File: config.mk
export PLATFORM = sky130hd
export DESIGN_NAME = servo_ramp_task_queue_top_flat
export DESIGN_NICKNAME = d
export VERILOG_FILES = /design/src/sv/srtq_pkg.sv /design/src/sv/srtq_cmd_if.sv /design/src/sv/srtq_rsp_if.sv /design/src/sv/servo_ramp_task_queue_top.sv /design/src/flat_wrapper.sv
export SDC_FILE = /design/constraint.sdc
export NUM_CORES = 2
export LEC_CHECK = 0
export ABC_AREA = 1
export ABC_CLOCK_PERIOD_IN_PS = 7850
export BUFFER_PORTS_ARGS = -buffer_cell sky130_fd_sc_hd__buf_2
export CORE_ASPECT_RATIO = 0.5
export CORE_UTILIZATION = 55
export CTS_CLUSTER_DIAMETER = 50
export DETAILED_ROUTE_END_ITERATION = 8
export PLACE_DENSITY_LB_ADDON = 0.1
export SLEW_MARGIN = 20
export SYNTH_ARGS = -nofsm -noshare
export SYNTH_HDL_FRONTEND = slang
export SYNTH_SLANG_ARGS = --single-unit
File: constraint.sdc
create_clock -name clk -period 7.85 [get_ports clk]
set_input_delay 0.3925 -clock clk [delete_from_list [all_inputs] [get_ports clk]]
set_output_delay 0.3925 -clock clk [all_outputs]
set_load 0.005 [all_outputs]
File: src/sv/srtq_pkg.sv
`timescale 1ns / 1ps
// ----------------------------------------------------------------------------
// srtq_pkg: shared types and constants for the servo ramp task queue
// Command opcodes and fixed field widths used by the interfaces and the core.
// ----------------------------------------------------------------------------
package srtq_pkg;

	localparam int OPCODE_W = 2;
	localparam int CH_W     = 4;
	localparam int DELAY_W  = 8;
	localparam int GAP_W    = 2;

	// idle ticks after a move ends before the next pop
	localparam logic [GAP_W-1:0] GAP_TICKS = 2'd2;

	typedef enum logic [OPCODE_W-1:0] {
		OP_INIT  = 2'd0,
		OP_PUSH  = 2'd1,
		OP_CLEAR = 2'd2,
		OP_TICK  = 2'd3
	} op_t;

endpackage

File: src/sv/srtq_cmd_if.sv
`timescale 1ns / 1ps
// ----------------------------------------------------------------------------
// srtq_cmd_if: command channel
// Valid/ready channel carrying one command transaction per handshake.
// ----------------------------------------------------------------------------
interface srtq_cmd_if #(
	parameter int PULSE_BITS = 12
) ();
	import srtq_pkg::*;

	logic                  valid;
	logic                  ready;
	op_t                   opcode;
	logic [CH_W-1:0]       channel;
	logic [PULSE_BITS-1:0] pulse_value;
	logic [PULSE_BITS-1:0] limit_low;
	logic [PULSE_BITS-1:0] limit_high;
	logic [DELAY_W-1:0]    step_delay;

	modport source (
		output valid, opcode, channel, pulse_value, limit_low, limit_high, step_delay,
		input  ready
	);

	modport sink (
		input  valid, opcode, channel, pulse_value, limit_low, limit_high, step_delay,
		output ready
	);
endinterface

File: src/sv/srtq_rsp_if.sv
`timescale 1ns / 1ps
// ----------------------------------------------------------------------------
// srtq_rsp_if: response channel
// Valid/ready channel carrying one result transaction per command.
// ----------------------------------------------------------------------------
interface srtq_rsp_if #(
	parameter int PULSE_BITS = 12
) ();
	import srtq_pkg::*;

	logic                  valid;
	logic                  ready;
	logic                  write_valid;
	logic [CH_W-1:0]       write_channel;
	logic [PULSE_BITS-1:0] write_pulse;
	logic                  queue_empty;
	logic                  push_dropped;

	modport source (
		output valid, write_valid, write_channel, write_pulse, queue_empty, push_dropped,
		input  ready
	);

	modport sink (
		input  valid, write_valid, write_channel, write_pulse, queue_empty, push_dropped,
		output ready
	);
endinterface

File: src/sv/servo_ramp_task_queue_top.sv
`timescale 1ns / 1ps
// Each command passes through two registers on its way to its result: the input reg, then the result reg.
// Throughput: 1 command per cycle while rsp.ready keeps the result register draining; the limit is
//   the combinational state update (one channel table read, clamp, step and write) between the two registers.
// Reset (arst_n low, async): queue empty, no move running, gap count zero,
//   min limits zero, max limits all ones, current pulses zero. No clearing pass.
// ----------------------------------------------------------------------------
// servo_ramp_task_queue_top: multi-channel servo pulse ramper with task queue
// Init sets a channel, push queues a ramp task, clear empties the queue and
// tick pops the head task and advances its ramp by one count every step_delay ticks.
// ----------------------------------------------------------------------------
module servo_ramp_task_queue_top #(
	parameter int CHANNELS    = 16,
	parameter int QUEUE_DEPTH = 16,
	parameter int PULSE_BITS  = 12
) (
	input  logic       clk,
	input  logic       arst_n,
	srtq_cmd_if.sink   cmd,
	srtq_rsp_if.source rsp
);
	import srtq_pkg::*;

	localparam int CH_IDX_W = (CHANNELS > 1) ? $clog2(CHANNELS) : 1;
	localparam int Q_IDX_W  = $clog2(QUEUE_DEPTH);
	localparam int CNT_W    = $clog2(QUEUE_DEPTH + 1);

	localparam logic [CH_W:0]      CH_LIMIT = (CH_W + 1)'(CHANNELS);
	localparam logic [CNT_W-1:0]   Q_FULL   = CNT_W'(QUEUE_DEPTH);
	localparam logic [CNT_W:0]     Q_WRAP   = (CNT_W + 1)'(QUEUE_DEPTH);
	localparam logic [Q_IDX_W-1:0] Q_LAST   = Q_IDX_W'(QUEUE_DEPTH - 1);

	typedef struct packed {
		logic [CH_W-1:0]       channel;
		logic [PULSE_BITS-1:0] target;
		logic [DELAY_W-1:0]    delay;
	} task_t;

	// ------------------------------------------------------------------
	// Input register (stage 1)
	// ------------------------------------------------------------------
	logic                  valid_s1;
	op_t                   op_s1;
	logic [CH_W-1:0]       ch_s1;
	logic [PULSE_BITS-1:0] pv_s1;
	logic [PULSE_BITS-1:0] lo_s1;
	logic [PULSE_BITS-1:0] hi_s1;
	logic [DELAY_W-1:0]    sd_s1;

	logic rsp_valid_q;
	logic take_s1;
	logic cmd_fire;

	// stage 1 moves on when the result register is free or being drained
	assign take_s1   = valid_s1 && (!rsp_valid_q || rsp.ready);
	assign cmd.ready = !valid_s1 || take_s1;
	assign cmd_fire  = cmd.valid && cmd.ready;

	always_ff @(posedge clk or negedge arst_n) begin
		if (!arst_n) begin
			valid_s1 <= 1'b0;
		end else if (cmd_fire) begin
			valid_s1 <= 1'b1;
		end else if (take_s1) begin
			valid_s1 <= 1'b0;
		end
	end

	always_ff @(posedge clk) begin
		if (cmd_fire) begin
			op_s1 <= cmd.opcode;
			ch_s1 <= cmd.channel;
			pv_s1 <= cmd.pulse_value;
			lo_s1 <= cmd.limit_low;
			hi_s1 <= cmd.limit_high;
			sd_s1 <= cmd.step_delay;
		end
	end

	// ------------------------------------------------------------------
	// Architectural state
	// ------------------------------------------------------------------
	logic [PULSE_BITS-1:0] min_q [CHANNELS];
	logic [PULSE_BITS-1:0] max_q [CHANNELS];
	logic [PULSE_BITS-1:0] cur_q [CHANNELS];

	logic [Q_IDX_W-1:0]    head_q,    head_n;
	logic [CNT_W-1:0]      count_q,   count_n;
	logic                  moving_q,  moving_n;
	logic [CH_W-1:0]       mv_ch_q,   mv_ch_n;
	logic [PULSE_BITS-1:0] mv_tgt_q,  mv_tgt_n;
	logic [DELAY_W-1:0]    mv_dly_q,  mv_dly_n;
	logic [DELAY_W-1:0]    step_cd_q, step_cd_n;
	logic [GAP_W-1:0]      gap_q,     gap_n;

	// task queue memory, with the entry at the head prefetched into a register
	task_t task_mem [QUEUE_DEPTH];
	task_t head_task_q;
	task_t push_task;

	// ------------------------------------------------------------------
	// Next-state logic for the item in stage 1
	// ------------------------------------------------------------------
	logic                  ch_ok;
	logic [CH_IDX_W-1:0]   ch_idx;
	logic [DELAY_W-1:0]    pop_dly;
	logic [CH_W-1:0]       rd_ch;
	logic                  rd_ok;
	logic [CH_IDX_W-1:0]   rd_idx;
	logic [PULSE_BITS-1:0] rd_cur;
	logic [PULSE_BITS-1:0] rd_min;
	logic [PULSE_BITS-1:0] rd_max;
	logic [PULSE_BITS-1:0] pop_tgt;
	logic [PULSE_BITS-1:0] adv_tgt;
	logic [DELAY_W-1:0]    adv_dly;
	logic [PULSE_BITS-1:0] adv_step;
	logic                  adv_done;
	logic                  do_adv;
	logic [CNT_W:0]        tail_sum;
	logic [Q_IDX_W-1:0]    tail_idx;
	logic                  mem_we;
	logic                  tab_we;
	logic                  cur_we;
	logic [CH_IDX_W-1:0]   cur_wi;
	logic [PULSE_BITS-1:0] cur_wd;
	logic                  wv_n;
	logic [CH_W-1:0]       wch_n;
	logic [PULSE_BITS-1:0] wp_n;
	logic                  drop_n;

	assign ch_ok  = {1'b0, ch_s1} < CH_LIMIT;
	assign ch_idx = ch_s1[CH_IDX_W-1:0];

	assign push_task = '{channel: ch_s1, target: pv_s1, delay: sd_s1};

	// a zero step delay acts as one
	assign pop_dly = (head_task_q.delay == '0) ? DELAY_W'(1) : head_task_q.delay;

	// one table read port: the running move's channel, else the head task's
	assign rd_ch  = moving_q ? mv_ch_q : head_task_q.channel;
	assign rd_ok  = {1'b0, rd_ch} < CH_LIMIT;
	assign rd_idx = rd_ch[CH_IDX_W-1:0];
	assign rd_cur = cur_q[rd_idx];
	assign rd_min = min_q[rd_idx];
	assign rd_max = max_q[rd_idx];

	// end value latched at a pop: clamp toward the limit, never past current
	always_comb begin
		pop_tgt = head_task_q.target;
		if (!rd_ok) begin
			pop_tgt = '0;
		end else if (head_task_q.target > rd_cur) begin
			if (rd_max < head_task_q.target) begin
				pop_tgt = rd_max;
			end
			if (rd_max < rd_cur) begin
				pop_tgt = rd_cur;
			end
		end else begin
			if (rd_min > head_task_q.target) begin
				pop_tgt = rd_min;
			end
			if (rd_min > rd_cur) begin
				pop_tgt = rd_cur;
			end
		end
	end

	assign adv_tgt  = moving_q ? mv_tgt_q : pop_tgt;
	assign adv_dly  = moving_q ? mv_dly_q : pop_dly;
	assign adv_step = (rd_cur < adv_tgt) ? rd_cur + 1'b1 : rd_cur - 1'b1;
	assign adv_done = !rd_ok || (rd_cur == adv_tgt);

	// tail = (head + count) mod depth; the sum stays below twice the depth
	assign tail_sum = (CNT_W + 1)'(head_q) + (CNT_W + 1)'(count_q);
	assign tail_idx = (tail_sum >= Q_WRAP) ? Q_IDX_W'(tail_sum - Q_WRAP)
	                                       : Q_IDX_W'(tail_sum);

	always_comb begin
		head_n    = head_q;
		count_n   = count_q;
		moving_n  = moving_q;
		mv_ch_n   = mv_ch_q;
		mv_tgt_n  = mv_tgt_q;
		mv_dly_n  = mv_dly_q;
		step_cd_n = step_cd_q;
		gap_n     = gap_q;
		mem_we    = 1'b0;
		tab_we    = 1'b0;
		cur_we    = 1'b0;
		cur_wi    = ch_idx;
		cur_wd    = pv_s1;
		wv_n      = 1'b0;
		wch_n     = '0;
		wp_n      = '0;
		drop_n    = 1'b0;
		do_adv    = 1'b0;

		if (take_s1) begin
			unique case (op_s1)
				OP_INIT: begin
					if (ch_ok) begin
						tab_we = 1'b1;
						cur_we = 1'b1;
						wv_n   = 1'b1;
						wch_n  = ch_s1;
						wp_n   = pv_s1;
					end
				end
				OP_PUSH: begin
					if (count_q == Q_FULL) begin
						drop_n = 1'b1;
					end else begin
						mem_we  = 1'b1;
						count_n = count_q + 1'b1;
					end
				end
				OP_CLEAR: begin
					count_n = '0;
				end
				OP_TICK: begin
					if (moving_q) begin
						if (step_cd_q > DELAY_W'(1)) begin
							step_cd_n = step_cd_q - 1'b1;
						end else begin
							do_adv = 1'b1;
						end
					end else if (count_q != '0) begin
						if (gap_q != '0) begin
							gap_n = gap_q - 1'b1;
						end else begin
							do_adv   = 1'b1;
							head_n   = (head_q == Q_LAST) ? '0 : head_q + 1'b1;
							count_n  = count_q - 1'b1;
							mv_ch_n  = head_task_q.channel;
							mv_dly_n = pop_dly;
							mv_tgt_n = pop_tgt;
						end
					end
				end
			endcase

			if (do_adv) begin
				if (adv_done) begin
					moving_n = 1'b0;
					gap_n    = GAP_TICKS;
				end else begin
					moving_n  = 1'b1;
					cur_we    = 1'b1;
					cur_wi    = rd_idx;
					cur_wd    = adv_step;
					wv_n      = 1'b1;
					wch_n     = rd_ch;
					wp_n      = adv_step;
					step_cd_n = adv_dly;
				end
			end
		end
	end

	// ------------------------------------------------------------------
	// State registers
	// ------------------------------------------------------------------
	always_ff @(posedge clk or negedge arst_n) begin
		if (!arst_n) begin
			head_q    <= '0;
			count_q   <= '0;
			moving_q  <= 1'b0;
			mv_ch_q   <= '0;
			mv_tgt_q  <= '0;
			mv_dly_q  <= '0;
			step_cd_q <= '0;
			gap_q     <= '0;
		end else begin
			head_q    <= head_n;
			count_q   <= count_n;
			moving_q  <= moving_n;
			mv_ch_q   <= mv_ch_n;
			mv_tgt_q  <= mv_tgt_n;
			mv_dly_q  <= mv_dly_n;
			step_cd_q <= step_cd_n;
			gap_q     <= gap_n;
		end
	end

	always_ff @(posedge clk or negedge arst_n) begin
		if (!arst_n) begin
			for (int i = 0; i < CHANNELS; i++) begin
				min_q[i] <= '0;
				max_q[i] <= '1;
				cur_q[i] <= '0;
			end
		end else begin
			if (tab_we) begin
				min_q[ch_idx] <= lo_s1;
				max_q[ch_idx] <= hi_s1;
			end
			if (cur_we) begin
				cur_q[cur_wi] <= cur_wd;
			end
		end
	end

	// queue memory; the read at the next head is registered, with the
	// push data forwarded when it lands on that same entry
	always_ff @(posedge clk) begin
		if (mem_we) begin
			task_mem[tail_idx] <= push_task;
		end
		if (mem_we && (tail_idx == head_n)) begin
			head_task_q <= push_task;
		end else begin
			head_task_q <= task_mem[head_n];
		end
	end

	// ------------------------------------------------------------------
	// Result register
	// ------------------------------------------------------------------
	logic                  wv_q;
	logic [CH_W-1:0]       wch_q;
	logic [PULSE_BITS-1:0] wp_q;
	logic                  empty_q;
	logic                  drop_q;

	always_ff @(posedge clk or negedge arst_n) begin
		if (!arst_n) begin
			rsp_valid_q <= 1'b0;
		end else if (take_s1) begin
			rsp_valid_q <= 1'b1;
		end else if (rsp.ready) begin
			rsp_valid_q <= 1'b0;
		end
	end

	always_ff @(posedge clk) begin
		if (take_s1) begin
			wv_q    <= wv_n;
			wch_q   <= wch_n;
			wp_q    <= wp_n;
			empty_q <= (count_n == '0);
			drop_q  <= drop_n;
		end
	end

	assign rsp.valid         = rsp_valid_q;
	assign rsp.write_valid   = wv_q;
	assign rsp.write_channel = wch_q;
	assign rsp.write_pulse   = wp_q;
	assign rsp.queue_empty   = empty_q;
	assign rsp.push_dropped  = drop_q;

	// ------------------------------------------------------------------
	// Assertions
	// ------------------------------------------------------------------
`ifndef SYNTH
	a_count_bound: assert property (@(posedge clk) disable iff (!arst_n)
		count_q <= Q_FULL)
		else $error("task queue count exceeds depth");

	a_gap_bound: assert property (@(posedge clk) disable iff (!arst_n)
		gap_q <= GAP_TICKS)
		else $error("gap countdown out of range");

	a_move_delay: assert property (@(posedge clk) disable iff (!arst_n)
		moving_q |-> (mv_dly_q != '0) && (step_cd_q != '0))
		else $error("running move with zero step delay");

	a_no_write_zero: assert property (@(posedge clk) disable iff (!arst_n)
		(rsp.valid && !rsp.write_valid) |-> (rsp.write_channel == '0) && (rsp.write_pulse == '0))
		else $error("write fields nonzero without a write");

	a_drop_not_empty: assert property (@(posedge clk) disable iff (!arst_n)
		(rsp.valid && rsp.push_dropped) |-> !rsp.queue_empty)
		else $error("dropped push reported with empty queue");
`endif

endmodule
File: src/flat_wrapper.sv
// flat-port wrapper written by rule: the top's interface ports become plain ports
module servo_ramp_task_queue_top_flat import srtq_pkg::*;
#(
	parameter int CHANNELS    = 16,
	parameter int QUEUE_DEPTH = 16,
	parameter int PULSE_BITS  = 12
)
  (clk, arst_n, cmd_valid, cmd_opcode, cmd_channel, cmd_pulse_value, cmd_limit_low, cmd_limit_high, cmd_step_delay, cmd_ready, rsp_valid, rsp_write_valid, rsp_write_channel, rsp_write_pulse, rsp_queue_empty, rsp_push_dropped, rsp_ready);
  srtq_cmd_if #(.PULSE_BITS(PULSE_BITS)) cmd_i ();
  srtq_rsp_if #(.PULSE_BITS(PULSE_BITS)) rsp_i ();
  input  logic clk;
  input  logic arst_n;
  input wire logic [$bits(cmd_i.valid)-1:0] cmd_valid;
  input wire logic [$bits(cmd_i.opcode)-1:0] cmd_opcode;
  input wire logic [$bits(cmd_i.channel)-1:0] cmd_channel;
  input wire logic [$bits(cmd_i.pulse_value)-1:0] cmd_pulse_value;
  input wire logic [$bits(cmd_i.limit_low)-1:0] cmd_limit_low;
  input wire logic [$bits(cmd_i.limit_high)-1:0] cmd_limit_high;
  input wire logic [$bits(cmd_i.step_delay)-1:0] cmd_step_delay;
  output wire logic [$bits(cmd_i.ready)-1:0] cmd_ready;
  output wire logic [$bits(rsp_i.valid)-1:0] rsp_valid;
  output wire logic [$bits(rsp_i.write_valid)-1:0] rsp_write_valid;
  output wire logic [$bits(rsp_i.write_channel)-1:0] rsp_write_channel;
  output wire logic [$bits(rsp_i.write_pulse)-1:0] rsp_write_pulse;
  output wire logic [$bits(rsp_i.queue_empty)-1:0] rsp_queue_empty;
  output wire logic [$bits(rsp_i.push_dropped)-1:0] rsp_push_dropped;
  input wire logic [$bits(rsp_i.ready)-1:0] rsp_ready;
  assign cmd_i.valid = cmd_valid;
  assign cmd_i.opcode = cmd_opcode;
  assign cmd_i.channel = cmd_channel;
  assign cmd_i.pulse_value = cmd_pulse_value;
  assign cmd_i.limit_low = cmd_limit_low;
  assign cmd_i.limit_high = cmd_limit_high;
  assign cmd_i.step_delay = cmd_step_delay;
  assign cmd_ready = cmd_i.ready;
  assign rsp_valid = rsp_i.valid;
  assign rsp_write_valid = rsp_i.write_valid;
  assign rsp_write_channel = rsp_i.write_channel;
  assign rsp_write_pulse = rsp_i.write_pulse;
  assign rsp_queue_empty = rsp_i.queue_empty;
  assign rsp_push_dropped = rsp_i.push_dropped;
  assign rsp_i.ready = rsp_ready;
  servo_ramp_task_queue_top #(.CHANNELS(CHANNELS), .QUEUE_DEPTH(QUEUE_DEPTH), .PULSE_BITS(PULSE_BITS)) u_core (.clk(clk), .arst_n(arst_n), .cmd(cmd_i), .rsp(rsp_i));
endmodule
# Word-level counts from Yosys, hierarchy flattened
# Memories as Yosys holds them, arrays and structs flattened. A register that Yosys moved wholly into a read port is not among the register bits.
# Cells that the tools add are included.
# op_classes
n_addsub	9
n_lt_le_gt_ge	13
eq_ne	6
muxes	84
bitwise	5
n_reduce_logical	17
# ops
cell	n
bitwise mux 192 bit	3
two-way mux 12 bit	21
binary-select mux 12 bit (select 4 bit)	3
demux 12 bit (select 4 bit)	2
two-way mux 4 bit	14
two-way mux 8 bit	7
greater-than comparator 12 bit	3
< comparator 12 bit	3
two-way mux 5 bit	5
two-way mux 1 bit	22
>= comparator 5 bit, second input constant	3
inverter 4 -> 5 bit	3
case mux 5 bit (3 select lines)	1
adder 12 x 1 -> 12 bit, second input constant	1
== test 12 bit	1
two-way mux 2 bit	6
subtractor 12 x 1 -> 12 bit, second input constant	1
< comparator 5 x 1 -> 1 bit, second input constant	2
greater-than comparator 8 x 1 -> 1 bit, second input constant	1
zero test 8 bit	1
subtractor 8 x 1 -> 8 bit, second input constant	1
adder 4 x 5 -> 6 bit	1
>= comparator 6 x 5 -> 1 bit, second input constant	1
nonzero test 2 bit	3
other kinds (18)	25
# totals
reg_bits	691
ram_bits	384
input_bits	54
output_inout_bits	21
wordCells	204
mem_count	1
# mem_list
memory	words	word_bits	rd	rd_clocked_by_memory_dff	write_ports	line_no	text
u_core.task_mem	16	24	1	1	1	servo_ramp_task_queue_top.sv:97	task_t task_mem [QUEUE_DEPTH];

# Longest topological paths before layout
# depth
word_depth	20
ltp_mapped	64
mapped_depth_nobuf	57

# Least setup slack after synthesis
# OpenSTA, ideal clock, no wires.
# synth_timing
kind	reg-to-reg
startpoint	reg (tool-made name)
endpoint	reg u_core.cur_q[22] (netlist bit)
setup_ns	0.083
arrival_time_ns	7.283
t_required_ns	7.767
path_slack_ns	0.484
stages_incl_launch_ff	57
n_path_buf	7
period_less_slack_ns	7.366
cell_sequence	dfxtp_1 > inv_2 > buf_6 > buf_4 > nand2_1 > nand3_1 > nand3_1 > nand3_1 > nand2_1 > o21ai_4 > inv_2 > buf_4 > buf_2 > clkbuf_1 > o221ai_1 > o211ai_1 > nand2_1 > ha_1 > [... 21 more ...] > o21a_1 > nor2_1 > nor2_1 > nor2_1 > o21bai_1 > nand2_1 > nand2_1 > a21oi_1 > nor2_1 > nor2_1 > nor2_1 > nor2_1 > xor2_1 > nand2_1 > o22ai_1 > inv_1 > clkbuf_1 > o21ai_0
# synth_lines
item	line_no	text
end signal: indexed assignment	servo_ramp_task_queue_top.sv:299	cur_q[cur_wi] <= cur_wd;
end: declaration	servo_ramp_task_queue_top.sv:85	logic [PULSE_BITS-1:0] cur_q [CHANNELS];

==> summary.txt <==
CTS
  • Clk root buf: clkbuf_16
  • Clk_lat worst skew: 0.72 ns
  • Clock Path Buffers: 3
  • Clock transition at path regs: 0.07 ns
  • CTS tree: built
  • Total CTS buffers: 97
  • H-tree depth: 3
  • Clk sink count: 1079

Synth
  • Post-synth top area share: 27.5%
  • EDFF count, synth: 453
  • Yosys warns: 0
  • Register area share after synthesis: 59.6%
  • Yosys cell types: 58
  • Yosys reg bits: 1079
  • Ys flop type: edfxtp_1
  • Post-synth top area cell: edfxtp_1
  • Post-Synthesis Cells: 5256
  • Synth cell count leaders: nand2_1, o21ai_0, edfxtp_1, nand3_1, dfrtp_1
  • Most common cell in the netlist: nand2_1
  • Syn nets: 5400
  • Syn Area/Cell: 9.41 sq um
  • Asr flop ratio synth: 57.6%
  • Area contributors post-synth: edfxtp_1, dfrtp_1, nand2_1, dfstp_2, o21ai_0
  • Synthesized cell area: 49400 sq um

Timing
  • Worst-margin pin slew: 1.14 ns
  • Tcrit/Tclk final: 95.4%
  • Final-report max-slew violation count: 0
  • RSZ-0062 raised after global routing: true
  • Endpoints failing setup: 0
  • Slew HR: 23.9%
  • Setup tns final: 0 ns
  • WHS: 0.357 ns
  • Peak Freq: 134 MHz
  • Final Critical Period: 7.49 ns
  • Skew final: 0.0258 ns
  • Endpoints failing hold: 0

Worst setup path
  • Critical R2R Capture: u_core.cur_q[20]
  • Worst path arrival time: 8.10 ns
  • CP Max Fanout: 14
  • CP max-delay cell: dfxtp_4
  • Crit. End Element: flip-flop
  • Startpoint types: flip-flop
  • Crit path largest cell delay: 0.44 ns
  • R2R setup slack: 0.36 ns
  • Crit-path most repeated cell: nand2_1
  • Critical Path RT: 8.47 ns
  • CP Class: flip-flop to flip-flop
  • R2R depth: 53

Die
  • Starting Density: 55.8%
  • Row count: 77
  • I/O Pins: 75
  • Die width: 426 um
  • DIE AREA: 91200 sq um
  • Die Ht: 214 um
  • Area of the core: 88600 sq um

Detailed routing
  • Number of routed nets with antenna violations: 0
  • Detailed Route Iter0 Violations: 5386
  • Detailed Routing Iterations Pass 1: 9
  • Vias: 40300
  • Post-DR wirelength/cell: 23.0 um
  • Vias/cell: 6.01
  • DRT Wirelength: 154000 um
  • Post-route DRC: 0

Final layout
  • # nets final: 5579
  • Area of the multi-input gates: 17900 sq um
  • FF/Latch Area: 29500 sq um
  • Area growth from synthesis to layout: 16.6%
  • Final Cell Area: 57600 sq um
  • Proportion of layout cells with a drive suffix above 1: 16.8%
  • Fill cells: 7132

Global route
  • M1 GR Usage: 47.0%
  • GR Layer Usage met3: 5.36%
  • Busiest grt layer: met2
  • Number of global-route vias before repair: 37300
  • GR Overflow Total: 0
  • Global-route wire length before repair: 225000 um
  • Total track usage: 32.3%
  • Initial antenna violation count: 2
  • Largest net degree at the start of global routing: 187
  • Met2 usage: 49.6%

Min path
  • Class of the worst hold path: primary input to async pin

Flow run
  • Maxcap violations: 0

Place
  • Port Buf Inserts: 74
  • Routability cong.: 0.960
  • DP Area: 52100 sq um
  • Dpl hpwl: 88200 um

Status
  • Run status: finished clean
layer usage:
layer,wire (um),vias up
li1,-,18300
met1,65400,19700
met2,69300,1873
met3,13700,317
met4,5600,0
met5,0,-
cells by family after synthesis:
family	after synthesis	synth area share (%)
xor gates and xnor gates	13	0.230
AOI/OAI and AO/OA	1214	13.9
adders and majority gates	90	2.31
muxes	1	0.0202
DFF	1079	59.6
buffers and inverters	625	5.30
and+or+nand+nor	2234	18.6
critical path, delay by kind of cell, from the launching register on:
family          cells  cell delay, ns
buf+inv            15            2.01
flops               1            0.44
compound gates     13            2.09
fa+ha+maj           3            0.82
simple gates       22            2.00
worst max path at each step:
| stage | end | from | slack, ns | cells past startpoint |
|---|---|---|---|---|
| floorplan | u_core.cur_q[22] | flip-flop | 0.48 | 56 |
| CTS | u_core.cur_q[46] | flip-flop | 0.03 | 55 |
| detailed placement | u_core.cur_q[82] | flip-flop | -0.18 | 57 |
| finish | u_core.cur_q[20] | flip-flop | 0.36 | 53 |
| global placement | u_core.cur_q[154] | flip-flop | -0.04 | 55 |
| global route | u_core.cur_q[106] | flip-flop | -0.30 | 54 |
metrics by stage:
stage,cells,util (%),setup slack [ns]
floorplan,5256,-,0.484
global placement,6370,58.8,-0.0432
detailed placement,6373,58.8,-0.184
CTS,6612,63.2,0.0306
global route,6704,65.0,-0.305
finish,6705,65.0,0.362
registers in the layout (all words and copies together) (netlist names), 5 cells and up, named ones only:
name                    cells
u_core.count_q              5
u_core.cur_q              192
u_core.hi_s1               12
u_core.lo_s1               12
u_core.max_q              192
u_core.min_q              192
u_core.mv_dly_q             8
u_core.mv_tgt_q            12
u_core.pv_s1               12
u_core.rsp.write_pulse     12
u_core.sd_s1                8
u_core.step_cd_q            8
u_core.task_mem           384
layout by cell type, fill, tap and decap left out, drive strengths merged, types with 63 or more instances in the layout:
cell,synthesis,routed
a21oi,63,63
ha,88,88
o221ai,98,98
dfrtp,430,430
nand3,440,440
buf,128,372
o211ai,88,88
nand2,1358,1361
nor2,384,384
o21ai,893,893
clkbuf,243,156
edfxtp,453,453
inv,253,256
dfstp,192,192
area by class of cell:
class	count	share of cell area (%)
clock inverter	47	0.920
tap	1185	2.57
multi-input combinational	3555	31.1
timing repair inverter	2	0.0195
inverter	254	1.71
sequential	1079	51.2
antenna	1	0.00434
clock buffer	136	4.74
timing repair buffer	446	7.73
timing repair:
item,CTS,global route
hold endpoints to repair,107,0
endpoints found under the setup margin,24,192
gates cloned,1,27
pin swaps,1,40
gates resized for setup,9,161
buffers inserted,1,64
hold buffers,54,0
Power is not shown: default switching activity piles up to over one toggle a cycle in this logic, so the estimate is an artifact.
